File: config.mk
export PLATFORM = sky130hd
export DESIGN_NAME = weekly_window_matcher_unit
export DESIGN_NICKNAME = d
export VERILOG_FILES = /design/src/hw/rtl/wwm_pkg.sv /design/src/hw/rtl/weekly_window_matcher_unit.sv /design/src/hw/rtl/wwm_day_eval.sv /design/src/hw/rtl/wwm_pending.sv
export SDC_FILE = /design/constraint.sdc
export NUM_CORES = 1
export LEC_CHECK = 0
export ABC_AREA = 1
export BUFFER_PORTS_ARGS = -buffer_cell sky130_fd_sc_hd__buf_2
export CAP_MARGIN = 20
export CELL_PAD_IN_SITES_DETAIL_PLACEMENT = 1
export CELL_PAD_IN_SITES_GLOBAL_PLACEMENT = 2
export CORE_MARGIN = 2
export CORE_UTILIZATION = 36
export CTS_BUF_LIST = sky130_fd_sc_hd__clkbuf_4
export CTS_CLUSTER_SIZE = 28
export DETAILED_ROUTE_END_ITERATION = 10
export PLACE_DENSITY_LB_ADDON = 0.1
export REMOVE_ABC_BUFFERS = 1
export SETUP_SLACK_MARGIN = 0.05
export SLEW_MARGIN = 0
export SYNTH_ARGS = -nofsm -noshare
export SYNTH_HDL_FRONTEND = slang
export SYNTH_SLANG_ARGS = --single-unit
File: constraint.sdc
create_clock -name clk -period 9.85 [get_ports clk]
set_clock_uncertainty 0.1 [all_clocks]
set_input_delay 0.985 -clock clk [delete_from_list [all_inputs] [get_ports clk]]
set_output_delay 0.985 -clock clk [all_outputs]
set_load 0.02 [all_outputs]
File: src/hw/rtl/wwm_pkg.sv
// weekly window matcher: shared types, field widths and codes
// no dependencies; used by every module of the block
`timescale 1ns / 1ps

package wwm_pkg;

  localparam int SECS_PER_DAY = 86400;
  localparam int SEC_W        = 17;
  localparam int WDAY_W       = 3;
  localparam int MASK_W       = 7;
  localparam int SLACK_W      = 8;
  localparam int TIMER_W      = 20;
  localparam int REL_W        = 22;
  localparam int OFF_W        = 4;
  localparam int CAND_N       = 9;
  localparam int CFG_ADDR_W   = 3;

  localparam logic [SLACK_W-1:0] SLACK_RESET = SLACK_W'(30);

  typedef enum logic [CFG_ADDR_W-1:0] {
    CFG_RULE_ACTIVE  = 3'd0,
    CFG_DAY_MASK     = 3'd1,
    CFG_START_SECOND = 3'd2,
    CFG_END_SECOND   = 3'd3,
    CFG_TIMER_SLACK  = 3'd4
  } cfg_idx_t;

  typedef enum logic [1:0] {
    ST_NOT_SET     = 2'd0,
    ST_MATCHED     = 2'd1,
    ST_NOT_MATCHED = 2'd2,
    ST_CLEARED     = 2'd3
  } status_t;

  // one candidate day: edge day is now_days + off - 1, rel is edge minus now in seconds
  typedef struct packed {
    logic                    hit;
    logic                    matched;
    logic [OFF_W-1:0]        off;
    logic signed [REL_W-1:0] rel;
  } cand_t;

  typedef struct packed {
    logic               arm;
    logic [TIMER_W-1:0] tmin;
    logic [TIMER_W-1:0] tmax;
  } timer_t;

endpackage

File: src/hw/rtl/weekly_window_matcher_unit.sv
// weekly window matcher top level: input register, nine day checks, pending edge, output register
// depends on wwm_pkg, wwm_day_eval, wwm_pending
`timescale 1ns / 1ps

// usage
//   in_*  : one request per transfer; tuser selects evaluate (0) or clear pending edge (1),
//           tdata carries the local time as day count, weekday, second of day, fraction flag
//   out_* : one result per request, in request order; tuser holds the status code,
//           tdata the next window edge and the timer arm with min and max seconds
//   cfg_* : register writes, one per cycle with cfg_wr_en high, only while the block is idle
// timing
//   out_tvalid rises once the request has passed the input register and the output register,
//   and one request per cycle is sustained while out_tready stays high. the nine candidate
//   days are checked side by side, combinationally, between the two registers and the pending
//   edge register is updated in the same step as the result register is loaded
// reset
//   rst_n low clears both stages, drops the pending edge and loads register defaults
//   (slack 30, everything else zero)
// stall
//   a result held by out_tready low stays stable; one more request can sit in the input
//   register behind it, after that in_tready goes low
module weekly_window_matcher_unit #(
  parameter  int DAY_BITS   = 20,
  localparam int IN_USED_W  = DAY_BITS + wwm_pkg::WDAY_W + wwm_pkg::SEC_W + 1,
  localparam int IN_DATA_W  = ((IN_USED_W + 7) / 8) * 8,
  localparam int OUT_USED_W = DAY_BITS + wwm_pkg::SEC_W + 2 + 2 * wwm_pkg::TIMER_W,
  localparam int OUT_DATA_W = ((OUT_USED_W + 7) / 8) * 8
) (
  input  logic                             clk,
  input  logic                             rst_n,
  input  logic                             in_tvalid,
  output logic                             in_tready,
  // now_days, now_weekday, now_second, now_fraction
  input  logic [IN_DATA_W-1:0]             in_tdata,
  // req_type
  input  logic                             in_tuser,
  output logic                             out_tvalid,
  input  logic                             out_tready,
  // edge_valid, edge_days, edge_second, timer_arm, timer_min, timer_max
  output logic [OUT_DATA_W-1:0]            out_tdata,
  // status
  output logic [1:0]                       out_tuser,
  input  logic                             cfg_wr_en,
  input  logic [wwm_pkg::CFG_ADDR_W-1:0]   cfg_addr,
  input  logic [wwm_pkg::SEC_W-1:0]        cfg_wdata
);

  localparam int SW = wwm_pkg::SEC_W;
  localparam int TW = wwm_pkg::TIMER_W;

  // configuration
  logic                         rule_active_r;
  logic [wwm_pkg::MASK_W-1:0]   day_mask_r;
  logic [SW-1:0]                start_second_r;
  logic [SW-1:0]                end_second_r;
  logic [wwm_pkg::SLACK_W-1:0]  timer_slack_r;

  // input stage
  logic                         s1_valid_r;
  logic                         s1_req_r;
  logic [DAY_BITS-1:0]          s1_days_r;
  logic [wwm_pkg::WDAY_W-1:0]   s1_wday_r;
  logic [SW-1:0]                s1_sec_r;
  logic                         s1_frac_r;

  // output stage
  logic                         out_valid_r;
  wwm_pkg::status_t             status_r;
  wwm_pkg::status_t             status_nxt;
  logic                         edge_valid_r;
  logic                         edge_valid_nxt;
  logic [DAY_BITS-1:0]          edge_days_r;
  logic [DAY_BITS-1:0]          edge_days_nxt;
  logic [SW-1:0]                edge_sec_r;
  logic [SW-1:0]                edge_sec_nxt;
  logic                         arm_r;
  logic                         arm_nxt;
  logic [TW-1:0]                tmin_r;
  logic [TW-1:0]                tmin_nxt;
  logic [TW-1:0]                tmax_r;
  logic [TW-1:0]                tmax_nxt;

  logic                         advance;
  logic                         eval_ok;
  logic                         found;
  logic [wwm_pkg::WDAY_W-1:0]   wday_mod;
  wwm_pkg::cand_t               cands [wwm_pkg::CAND_N];
  wwm_pkg::cand_t               pick;
  wwm_pkg::timer_t              timer;

  assign advance   = !out_valid_r || out_tready;
  assign in_tready = !s1_valid_r || advance;

  always_ff @(posedge clk) begin
    if (!rst_n) begin
      rule_active_r  <= 1'b0;
      day_mask_r     <= '0;
      start_second_r <= '0;
      end_second_r   <= '0;
      timer_slack_r  <= wwm_pkg::SLACK_RESET;
    end else if (cfg_wr_en) begin
      unique case (cfg_addr)
        wwm_pkg::CFG_RULE_ACTIVE:  rule_active_r  <= cfg_wdata[0];
        wwm_pkg::CFG_DAY_MASK:     day_mask_r     <= cfg_wdata[wwm_pkg::MASK_W-1:0];
        wwm_pkg::CFG_START_SECOND: start_second_r <= cfg_wdata;
        wwm_pkg::CFG_END_SECOND:   end_second_r   <= cfg_wdata;
        wwm_pkg::CFG_TIMER_SLACK:  timer_slack_r  <= cfg_wdata[wwm_pkg::SLACK_W-1:0];
        default: begin
        end
      endcase
    end
  end

  always_ff @(posedge clk) begin
    if (!rst_n) begin
      s1_valid_r <= 1'b0;
    end else if (in_tready) begin
      s1_valid_r <= in_tvalid;
    end
  end

  always_ff @(posedge clk) begin
    if (in_tready && in_tvalid) begin
      s1_req_r  <= in_tuser;
      s1_days_r <= in_tdata[DAY_BITS-1:0];
      s1_wday_r <= in_tdata[DAY_BITS +: wwm_pkg::WDAY_W];
      s1_sec_r  <= in_tdata[DAY_BITS + wwm_pkg::WDAY_W +: SW];
      s1_frac_r <= in_tdata[IN_USED_W-1];
    end
  end

  // weekday seven acts as monday
  assign wday_mod = (s1_wday_r == 3'd7) ? 3'd0 : s1_wday_r;

  for (genvar k = 0; k < wwm_pkg::CAND_N; k++) begin : g_day
    wwm_day_eval #(
      .OFFSET(k)
    ) u_day (
      .weekday     (wday_mod),
      .now_second  (s1_sec_r),
      .now_fraction(s1_frac_r),
      .day_mask    (day_mask_r),
      .start_second(start_second_r),
      .end_second  (end_second_r),
      .cand        (cands[k])
    );
  end

  // earliest day wins
  always_comb begin
    pick  = cands[wwm_pkg::CAND_N-1];
    found = 1'b0;
    for (int k = wwm_pkg::CAND_N - 1; k >= 0; k--) begin
      if (cands[k].hit) begin
        pick  = cands[k];
        found = 1'b1;
      end
    end
  end

  assign eval_ok       = !s1_req_r && rule_active_r && (day_mask_r != '0);
  assign edge_days_nxt = s1_days_r + DAY_BITS'(pick.off) - DAY_BITS'(1);
  assign edge_sec_nxt  = pick.matched ? end_second_r : start_second_r;

  wwm_pending #(
    .DAY_BITS(DAY_BITS)
  ) u_pending (
    .clk         (clk),
    .rst_n       (rst_n),
    .clear_i     (advance && s1_valid_r && s1_req_r),
    .update_i    (advance && s1_valid_r && eval_ok && found),
    .now_days    (s1_days_r),
    .now_second  (s1_sec_r),
    .now_fraction(s1_frac_r),
    .edge_days   (edge_days_nxt),
    .edge_second (edge_sec_nxt),
    .pick        (pick),
    .timer_slack (timer_slack_r),
    .timer       (timer)
  );

  always_comb begin
    priority if (s1_req_r) begin
      status_nxt = wwm_pkg::ST_CLEARED;
    end else if (!rule_active_r) begin
      status_nxt = wwm_pkg::ST_NOT_SET;
    end else if (day_mask_r == '0) begin
      status_nxt = wwm_pkg::ST_NOT_MATCHED;
    end else if (!found || pick.matched) begin
      status_nxt = wwm_pkg::ST_MATCHED;
    end else begin
      status_nxt = wwm_pkg::ST_NOT_MATCHED;
    end
    edge_valid_nxt = eval_ok && found;
    arm_nxt        = edge_valid_nxt && timer.arm;
    tmin_nxt       = arm_nxt ? timer.tmin : '0;
    tmax_nxt       = arm_nxt ? timer.tmax : '0;
  end

  always_ff @(posedge clk) begin
    if (!rst_n) begin
      out_valid_r <= 1'b0;
    end else if (advance) begin
      out_valid_r <= s1_valid_r;
    end
  end

  always_ff @(posedge clk) begin
    if (advance && s1_valid_r) begin
      status_r     <= status_nxt;
      edge_valid_r <= edge_valid_nxt;
      edge_days_r  <= edge_valid_nxt ? edge_days_nxt : '0;
      edge_sec_r   <= edge_valid_nxt ? edge_sec_nxt : '0;
      arm_r        <= arm_nxt;
      tmin_r       <= tmin_nxt;
      tmax_r       <= tmax_nxt;
    end
  end

  assign out_tvalid = out_valid_r;
  assign out_tuser  = status_r;
  assign out_tdata  = OUT_DATA_W'({tmax_r, tmin_r, arm_r, edge_sec_r, edge_days_r, edge_valid_r});

endmodule

File: src/hw/rtl/wwm_day_eval.sv
// weekly window matcher: window check for one candidate day relative to today
// depends on wwm_pkg
`timescale 1ns / 1ps

module wwm_day_eval #(
  parameter int OFFSET = 1
) (
  input  logic [wwm_pkg::WDAY_W-1:0] weekday,
  input  logic [wwm_pkg::SEC_W-1:0]  now_second,
  input  logic                       now_fraction,
  input  logic [wwm_pkg::MASK_W-1:0] day_mask,
  input  logic [wwm_pkg::SEC_W-1:0]  start_second,
  input  logic [wwm_pkg::SEC_W-1:0]  end_second,
  output wwm_pkg::cand_t             cand
);

  localparam int RW = wwm_pkg::REL_W;
  localparam int ZW = wwm_pkg::REL_W - wwm_pkg::SEC_W;
  localparam logic signed [RW-1:0] BASE = RW'((OFFSET - 1) * wwm_pkg::SECS_PER_DAY);
  localparam logic signed [RW-1:0] DAY  = RW'(wwm_pkg::SECS_PER_DAY);
  localparam logic [4:0] WD_OFF = 5'(OFFSET + 6);

  logic [4:0]                       wd_sum;
  logic [wwm_pkg::WDAY_W-1:0]       wd_idx;
  logic                             wrap;
  logic signed [RW-1:0]             rel_s;
  logic signed [RW-1:0]             rel_e;
  logic                             hit_s;
  logic                             hit_e;

  always_comb begin
    wd_sum = {2'b00, weekday} + WD_OFF;
    if (wd_sum >= 5'd14) begin
      wd_idx = 3'(wd_sum - 5'd14);
    end else if (wd_sum >= 5'd7) begin
      wd_idx = 3'(wd_sum - 5'd7);
    end else begin
      wd_idx = 3'(wd_sum);
    end
  end

  assign wrap  = (end_second <= start_second);
  assign rel_s = BASE + $signed({{ZW{1'b0}}, start_second}) - $signed({{ZW{1'b0}}, now_second});
  assign rel_e = BASE + (wrap ? DAY : '0) + $signed({{ZW{1'b0}}, end_second})
                 - $signed({{ZW{1'b0}}, now_second});
  assign hit_s = (rel_s > 0);
  assign hit_e = (rel_e > 0) || ((rel_e == '0) && !now_fraction);

  always_comb begin
    cand.hit     = day_mask[wd_idx] && (hit_s || hit_e);
    cand.matched = !hit_s;
    cand.off     = (!hit_s && wrap) ? wwm_pkg::OFF_W'(OFFSET + 1) : wwm_pkg::OFF_W'(OFFSET);
    cand.rel     = hit_s ? rel_s : rel_e;
  end

endmodule

File: src/hw/rtl/wwm_pending.sv
// weekly window matcher: nearest pending edge register and timer arm computation
// depends on wwm_pkg
`timescale 1ns / 1ps

module wwm_pending #(
  parameter int DAY_BITS = 20
) (
  input  logic                         clk,
  input  logic                         rst_n,
  input  logic                         clear_i,
  input  logic                         update_i,
  input  logic [DAY_BITS-1:0]          now_days,
  input  logic [wwm_pkg::SEC_W-1:0]    now_second,
  input  logic                         now_fraction,
  input  logic [DAY_BITS-1:0]          edge_days,
  input  logic [wwm_pkg::SEC_W-1:0]    edge_second,
  input  wwm_pkg::cand_t               pick,
  input  logic [wwm_pkg::SLACK_W-1:0]  timer_slack,
  output wwm_pkg::timer_t              timer
);

  localparam int DW = DAY_BITS + 2;
  localparam int RW = wwm_pkg::REL_W;
  localparam int ZW = wwm_pkg::REL_W - wwm_pkg::SEC_W;
  localparam logic signed [DW-1:0] D_ONE  = DW'(1);
  localparam logic signed [DW-1:0] D_MONE = DW'(-1);
  localparam logic signed [RW-1:0] DAY    = RW'(wwm_pkg::SECS_PER_DAY);

  logic                        pend_valid_r;
  logic                        pend_valid_nxt;
  logic [DAY_BITS-1:0]         pend_days_r;
  logic [DAY_BITS-1:0]         pend_days_nxt;
  logic [wwm_pkg::SEC_W-1:0]   pend_sec_r;
  logic [wwm_pkg::SEC_W-1:0]   pend_sec_nxt;

  logic signed [DW-1:0]        d_now;
  logic signed [DW-1:0]        d_edge;
  logic                        now_ge;
  logic                        edge_lt;
  logic                        pend_live;
  logic signed [RW-1:0]        iv;
  logic [RW-1:0]               ivu;
  logic [RW-1:0]               iv_slack;

  // seconds difference for day distance of -1, 0 or +1
  function automatic logic signed [RW-1:0] sec_diff(
    input logic [1:0]                d,
    input logic [wwm_pkg::SEC_W-1:0] a,
    input logic [wwm_pkg::SEC_W-1:0] b
  );
    logic signed [RW-1:0] base;
    unique case (d)
      2'b01:   base = DAY;
      2'b11:   base = -DAY;
      default: base = '0;
    endcase
    return base + $signed({{ZW{1'b0}}, a}) - $signed({{ZW{1'b0}}, b});
  endfunction

  always_comb begin
    d_now  = $signed({2'b00, now_days}) - $signed({2'b00, pend_days_r});
    d_edge = d_now + $signed({{(DW - wwm_pkg::OFF_W){1'b0}}, pick.off}) - D_ONE;

    now_ge = (d_now > D_ONE) ||
             (!(d_now < D_MONE) && (sec_diff(d_now[1:0], now_second, pend_sec_r) >= 0));
    edge_lt = (d_edge < D_MONE) ||
              (!(d_edge > D_ONE) && (sec_diff(d_edge[1:0], edge_second, pend_sec_r) < 0));

    pend_live = pend_valid_r && !now_ge;

    iv       = pick.rel + $signed({{(RW - 1){1'b0}}, now_fraction});
    ivu      = iv[RW-1] ? '0 : RW'(iv);
    iv_slack = ivu + {{(RW - wwm_pkg::SLACK_W){1'b0}}, timer_slack};

    timer.arm  = !pend_live || edge_lt;
    timer.tmin = ivu[wwm_pkg::TIMER_W-1:0];
    timer.tmax = iv_slack[wwm_pkg::TIMER_W-1:0];
  end

  always_comb begin
    pend_valid_nxt = pend_valid_r;
    pend_days_nxt  = pend_days_r;
    pend_sec_nxt   = pend_sec_r;
    priority if (clear_i) begin
      pend_valid_nxt = 1'b0;
    end else if (update_i && timer.arm) begin
      pend_valid_nxt = 1'b1;
      pend_days_nxt  = edge_days;
      pend_sec_nxt   = edge_second;
    end
  end

  always_ff @(posedge clk) begin
    if (!rst_n) begin
      pend_valid_r <= 1'b0;
      pend_days_r  <= '0;
      pend_sec_r   <= '0;
    end else begin
      pend_valid_r <= pend_valid_nxt;
      pend_days_r  <= pend_days_nxt;
      pend_sec_r   <= pend_sec_nxt;
    end
  end

endmodule

==> results of run 1 <==
-- synth_stat cells, drive strengths merged (9+ instances only) --
library cell,n,area [um2]
a21boi,9,67.6
a21oi,282,1440
a31oi,12,75.1
and2,9,57.6
buf,64,398
clkbuf,36,135
clkinv,10,37.5
dfxtp,90,1800
edfxtp,123,3690
fa,66,1320
ha,355,4440
inv,749,2810
nand2,1325,5090
nand3,366,1880
nand3b,22,165
nand4,77,488
nor2,558,2190
nor3,43,225
o211ai,21,158
o21ai,263,1320
o21bai,17,128
xnor2,21,184
xor2,94,857
-- worst max-delay path, delay by kind of cell (launching register included) --
| kind | cells | cell delay, ns |
|---|---|---|
| adders and majority gates | 6 | 1.94 |
| DFF | 1 | 0.33 |
| xor gates and xnor gates | 1 | 0.13 |
| AOI/OAI and AO/OA | 7 | 1.04 |
| buffers and inverters | 14 | 1.61 |
| and+or+nand+nor | 32 | 4.04 |
-- flip-flops by register name (all words and copies together), names as in the netlist, 2 cells and up --
name and cells:
out_tuser 2, u_pending.pend_days_r 20, timer_slack_r 8, end_second_r 17, edge_sec_r 17, s1_days_r 20, day_mask_r 7, s1_wday_r 3
u_pending.pend_sec_r 17, tmin_r 20, start_second_r 17, tmax_r 20, s1_sec_r 17, edge_days_r 20
-- path summary, 6_finish.rpt --
kind	start	end	slack, ns	depth (start not counted)
setup / recovery	start_second_r[7]	u_pending.pend_days_r[8]	0.49	60
hold / removal	in_tdata[33]	s1_sec_r[10]	0.22	1
hold reg to reg	start_second_r[3]	start_second_r[3]	0.38	2
setup reg to reg	start_second_r[7]	u_pending.pend_days_r[8]	0.49	60
-- per-layer routing --
layer,GRT usage [%],wire length [um],vias to the layer above
met2,52.2,62800,1028
met4,12.0,6170,2
li1,-,-,15900
met1,48.5,69200,16100
met3,4.37,9550,187
met5,0,20,-
-- through the flow --
stage | worst slack (ns) | cell area, um2 | utilization, %
2_1_floorplan | -0.713 | 28900 | -
3_3_place_gp | 0.0231 | 33100 | 41.0
3_5_place_dp | -0.229 | 33100 | 41.0
4_1_cts | 0.0544 | 33900 | 42.0
5_1_grt | 0.00614 | 34700 | 42.9
6_report | 0.494 | 34700 | 42.9
-- power groups by stage --
stage | sequential [uW] | combinational [uW] | clock [uW]
after global placement | 1020 | 4990 | 0
after global routing | 1000 | 5870 | 923
after CTS | 999 | 5110 | 881
after floorplan | 1020 | 2830 | 0
final | 999 | 5380 | 852
after detailed placement | 1020 | 5060 | 0
-- area by class of cell --
| cell class | instances | area share (%) |
|---|---|---|
| multi-input combinational | 3608 | 60.8 |
| sequential | 213 | 15.9 |
| timing repair buffer | 441 | 9.00 |
| inverter | 759 | 8.24 |
| tap | 1060 | 3.83 |
| clock buffer | 89 | 1.93 |
| clock inverter | 21 | 0.285 |
| antenna | 4 | 0.0289 |
-- cell families (layout without fill, tap and decap cells) --
group | after synthesis | after routing | share of synthesized area, %
other | 1 | 5 | 0.0127
AND/OR/NAND/NOR | 2423 | 2423 | 34.8
flip-flops | 213 | 213 | 18.6
AO/OA/AOI/OAI | 648 | 648 | 12.0
buffers and inverters | 859 | 1310 | 11.5
XOR/XNOR | 115 | 115 | 3.53
adder cells (fa/ha/maj) | 421 | 421 | 19.6
-- repair_timing --
item | CTS | global route
pin swaps | 1 | 45
hold endpoints to repair | 0 | 0
setup buffers | 2 | 15
resized for setup | 7 | 131
setup endpoints to repair | 79 | 85
hold buffers | 0 | 0
cloned | 0 | 4
==> results.txt, run 1 <==
Startpoint types -> flip-flop
Total power -> 7230 uW
Total Routed Length -> 148,000 um
Period utilization -> 95.0%
Setup Crit Path Kind -> flip-flop to flip-flop
Final routed DRC violation total -> 0
Starting Density -> 36.5%
PortBufs -> 149
CTS root buf -> clkbuf_4
Initial antenna violation count -> 3
Internal power -> 3250 uW
Via Count -> 33,200
Layout area overhead -> 17.6%
Critical Path Max Stage Delay -> 0.46 ns
Post-synthesis cell area -> 29,500 um2
Core ar. -> 80,800 um2
Setup Viol. Count Final -> 0
Layout Cells excl Fill -> 6,195
Slew margin rel. -> 29.8%
Die Y -> 290 um
HP Class -> primary input to flip-flop
Syn_area_per_cell -> 6.30 um2
Gpl congestion -> 1.03
Status -> finished clean
RSZ-0062 raised after global routing -> false
Most frequent cells in the layout -> nand2_1 (1,261), inv_1 (723), nor2_1 (519), nand3_1 (355), ha_1 (340)
Placed wire-length estimate -> 125,000 um
Final Critical Period -> 9.36 ns
Wirelength per Cell -> 23.8 um
Worst path slowest cell -> or4_1
Asr flop ratio synth -> 0%
First-pass iteration count of the detailed router -> 5
H-Tree Depth -> 2
Pwr dens -> 209 nW/um2
Number of global-route vias before repair -> 32,700
FF/Latch Area -> 5500 um2
Setup TNS Final -> 0 ns
CTS Buf Count -> 58
Combinational Power Share -> 74.4%
Synthesis warning total -> 0
Maximum number of pins on one net before global-route repair -> 89
Critical path arrival -> 9.96 ns
Sw frac -> 55.1%
Num Clock Sinks -> 213
Synth Register Bits -> 213
Final #Nets -> 5,576
Endpoints failing hold -> 0
Cell repeated most along the worst path -> nand2_1
Clk slew on worst S/H paths -> 0.08 ns
Post-DR vias/cell -> 5.36
Worst Setup End Kind -> flip-flop
Max Transition Viols Final -> 0
Die W -> 290 um
Gr usage total -> 34.0%
Clock latency on the worst-skew pair -> 0.85 ns
Max Root-Sink Buffers -> 3
ANT nets after route -> 0
First-pass GRT wire length -> 214,000 um
Post-synth EDFFs -> 123
Clk pwr share -> 11.8%
DR iter-0 viols -> 2,547
Grt ovf -> 0
Share of layout cells above drive strength 1 -> 14.6%
Max-cap violations -> 0
Worst-Margin Slew -> 1.05 ns
Multi-input gate area in the final layout -> 21,100 um2
CTS tree -> built
Die area -> 84,200 um2
Mapped Cells -> 4,680
Hold slack -> 0.216 ns
Switch Pwr -> 3980 uW
Critical Path Fanout Max -> 10
Highest achievable clock rate -> 107 MHz
Fill count -> 10,900
Commonest non-fill, non-tap cell in the layout -> nand2_1
Req. time, crit path -> 10.45 ns
Row count -> 104
Post-synthesis sequential area ratio -> 18.6%
Lkg Pwr -> 0.0179 uW
Cell count after placement -> 6,060
Top_reg_cell synth -> edfxtp_1
Synth cell types -> 64
I/O Pins -> 158
Sequential Power Share -> 13.8%
Worst VDD drop -> 142 uV
No activity file was read; power rests on OpenSTA's default activity.
==> inputs of run 2 (changes only) <==
Settings changed: CORE_UTILIZATION 36 to 38.
Clock period 9.85 ns to 11.05 ns, I/O delays scaled along.
==> results.txt, run 2 (synthesis results as in run 1) <==
Lkg Pwr -> 0.0168 uW (was 0.0179 uW)
Setup Crit Path Kind -> flip-flop to flip-flop (unchanged)
Pwr dens -> 179 nW/um2 (was 209 nW/um2)
Post-DR vias/cell -> 5.42 (was 5.36)
ANT nets after route -> 0 (unchanged)
Final Critical Period -> 10.45 ns (was 9.36 ns)
Setup TNS Final -> 0 ns (unchanged)
Starting Density -> 38.2% (was 36.5%)
Worst path slowest cell -> o21ai_0 (was or4_1)
RR Endpoint -> u_pending.pend_sec_r[9] (was u_pending.pend_days_r[8])
Worst Setup End Kind -> flip-flop (unchanged)
Hold slack -> 0.356 ns (was 0.216 ns)
Wirelength per Cell -> 23.1 um (was 23.8 um)
H-Tree Depth -> 3 (was 2)
Total power -> 5820 uW (was 7230 uW)
Core ar. -> 77,100 um2 (was 80,800 um2)
Grt ovf -> 0 (unchanged)
Highest achievable clock rate -> 95.7 MHz (was 107 MHz)
Initial antenna violation count -> 7 (was 3)
RSZ-0062 raised after global routing -> false (unchanged)
Critical Path Max Stage Delay -> 1.03 ns (was 0.46 ns)
First-pass iteration count of the detailed router -> 5 (unchanged)
Status -> finished clean (unchanged)
Setup Viol. Count Final -> 0 (unchanged)
R2r startpoint -> start_second_r[6] (was start_second_r[7])
Layout area overhead -> 10.0% (was 17.6%)
Total Routed Length -> 138,000 um (was 148,000 um)
Row count -> 102 (was 104)
Via Count -> 32,300 (was 33,200)
Cell count after placement -> 5,827 (was 6,060)
CTS root buf -> clkbuf_4 (unchanged)
Req. time, crit path -> 11.62 ns (was 10.45 ns)
Max Transition Viols Final -> 0 (unchanged)
Endpoints failing hold -> 0 (unchanged)
Gpl congestion -> 1.04 (was 1.03)
Num Clock Sinks -> 213 (unchanged)
PortBufs -> 149 (unchanged)
I/O Pins -> 158 (unchanged)
Gr usage total -> 34.2% (was 34.0%)
Crit path capture -> u_pending.pend_sec_r[9] (was u_pending.pend_days_r[8])
Worst VDD drop -> 93.6 uV (was 142 uV)
Maximum number of pins on one net before global-route repair -> 67 (was 89)
Share of layout cells above drive strength 1 -> 8.89% (was 14.6%)
Commonest non-fill, non-tap cell in the layout -> nand2_1 (unchanged)
HP Class -> primary input to flip-flop (unchanged)
Period utilization -> 94.6% (was 95.0%)
CTS Buf Count -> 70 (was 58)
Final routed DRC violation total -> 0 (unchanged)
Max Root-Sink Buffers -> 3 (unchanged)
Critical Path Fanout Max -> 37 (was 10)
Max-cap violations -> 0 (unchanged)
Layout Cells excl Fill -> 5,960 (was 6,195)
R2R Setup Slk -> 0.60 ns (was 0.49 ns)
Cell repeated most along the worst path -> nand2_1 (unchanged)
Number of global-route vias before repair -> 31,500 (was 32,700)
Hold Buf Count CTS -> 0 (unchanged)
Final #Nets -> 5,356 (was 5,576)
Clk slew on worst S/H paths -> 0.08 ns (about the same)
Clock latency on the worst-skew pair -> 0.83 ns (was 0.85 ns)
Startpoint types -> flip-flop (unchanged)
CP Launch Point -> start_second_r[6] (was start_second_r[7])
Die area -> 79,800 um2 (was 84,200 um2)
CTS tree -> built (unchanged)
Placed wire-length estimate -> 116,000 um (was 125,000 um)
Slew margin rel. -> 19.4% (was 29.8%)
DR iter-0 viols -> 2,607 (was 2,547)
Most frequent cells in the layout -> nand2_1 (1,284), inv_1 (726), nor2_1 (533), nand3_1 (359), ha_1 (353) (was nand2_1 (1,261), inv_1 (723), nor2_1 (519), nand3_1 (355), ha_1 (340))
Critical path arrival -> 11.02 ns (was 9.96 ns)
Worst-Margin Slew -> 1.20 ns (was 1.05 ns)
Die W -> 283 um (was 290 um)
R2R depth -> 53 (was 60)
First-pass GRT wire length -> 202,000 um (was 214,000 um)
Die Y -> 283 um (was 290 um)
run 2: worst min-delay path by stage:
stage                           start                endpoint  slack, ns  cells past startpoint
2_1_floorplan  u_pending.pend_valid_r  u_pending.pend_valid_r       0.34                      2
3_3_place_gp   u_pending.pend_valid_r  u_pending.pend_valid_r       0.36                      2
3_5_place_dp   u_pending.pend_valid_r  u_pending.pend_valid_r       0.37                      2
4_1_cts                   in_tdata[7]            s1_days_r[7]       0.24                      1
5_1_grt                   in_tdata[3]            s1_days_r[3]       0.28                      1
6_report                 in_tdata[30]             s1_sec_r[7]       0.36                      1
run 2: stage by stage:
| stage | area, um2 | setup WS, ns | utilization, % |
|---|---|---|---|
| global placement | 31500 | 0.533 | 40.8 |
| global route | 32400 | 0.0436 | 42.1 |
| CTS | 32400 | 0.309 | 42.0 |
| floorplan | 28900 | 0.487 | - |
| detailed placement | 31500 | 0.305 | 40.8 |
| finish | 32400 | 0.599 | 42.1 |
run 2: per-layer routing:
| metal | share of wire, % | track usage [%] |
|---|---|---|
| met4 | 3.9 | 12.7 |
| met5 | 0 | 0 |
| met2 | 43 | 53.3 |
| met1 | 46 | 47.5 |
| met3 | 7.1 | 5.37 |
run 2: timing repair:
action / 4_1_cts / 5_1_grt
gates resized for setup: 0 / 15
setup buffers: 0 / 1
endpoints found under the setup margin: 0 / 80
run 2: report_power, final:
part	total [uW]	internal (uW)	leakage [uW]	switching, uW
Sequential	893	867	0.00194	26.3
Combinational	4060	1190	0.0143	2860
Clock	867	440	0.000534	427
run 2: critical path, delay by kind of cell (launching register included):
kind	cells	cell delay (ns)
AND/OR/NAND/NOR	27	3.54
flip-flops	1	0.38
AO/OA/AOI/OAI	10	2.69
buffers and inverters	10	1.26
adder cells (fa/ha/maj)	6	2.34
run 2: cell type report:
type | instances | area (um2)
fillers | 10500 | 44600
repair buffers | 209 | 1230
well taps | 1040 | 1300
clock inverters | 31 | 176
inverters | 759 | 2860
flip-flops and latches | 213 | 5500
diodes | 2 | 5.00
clock buffers | 98 | 736
multi-input cells | 3608 | 20600
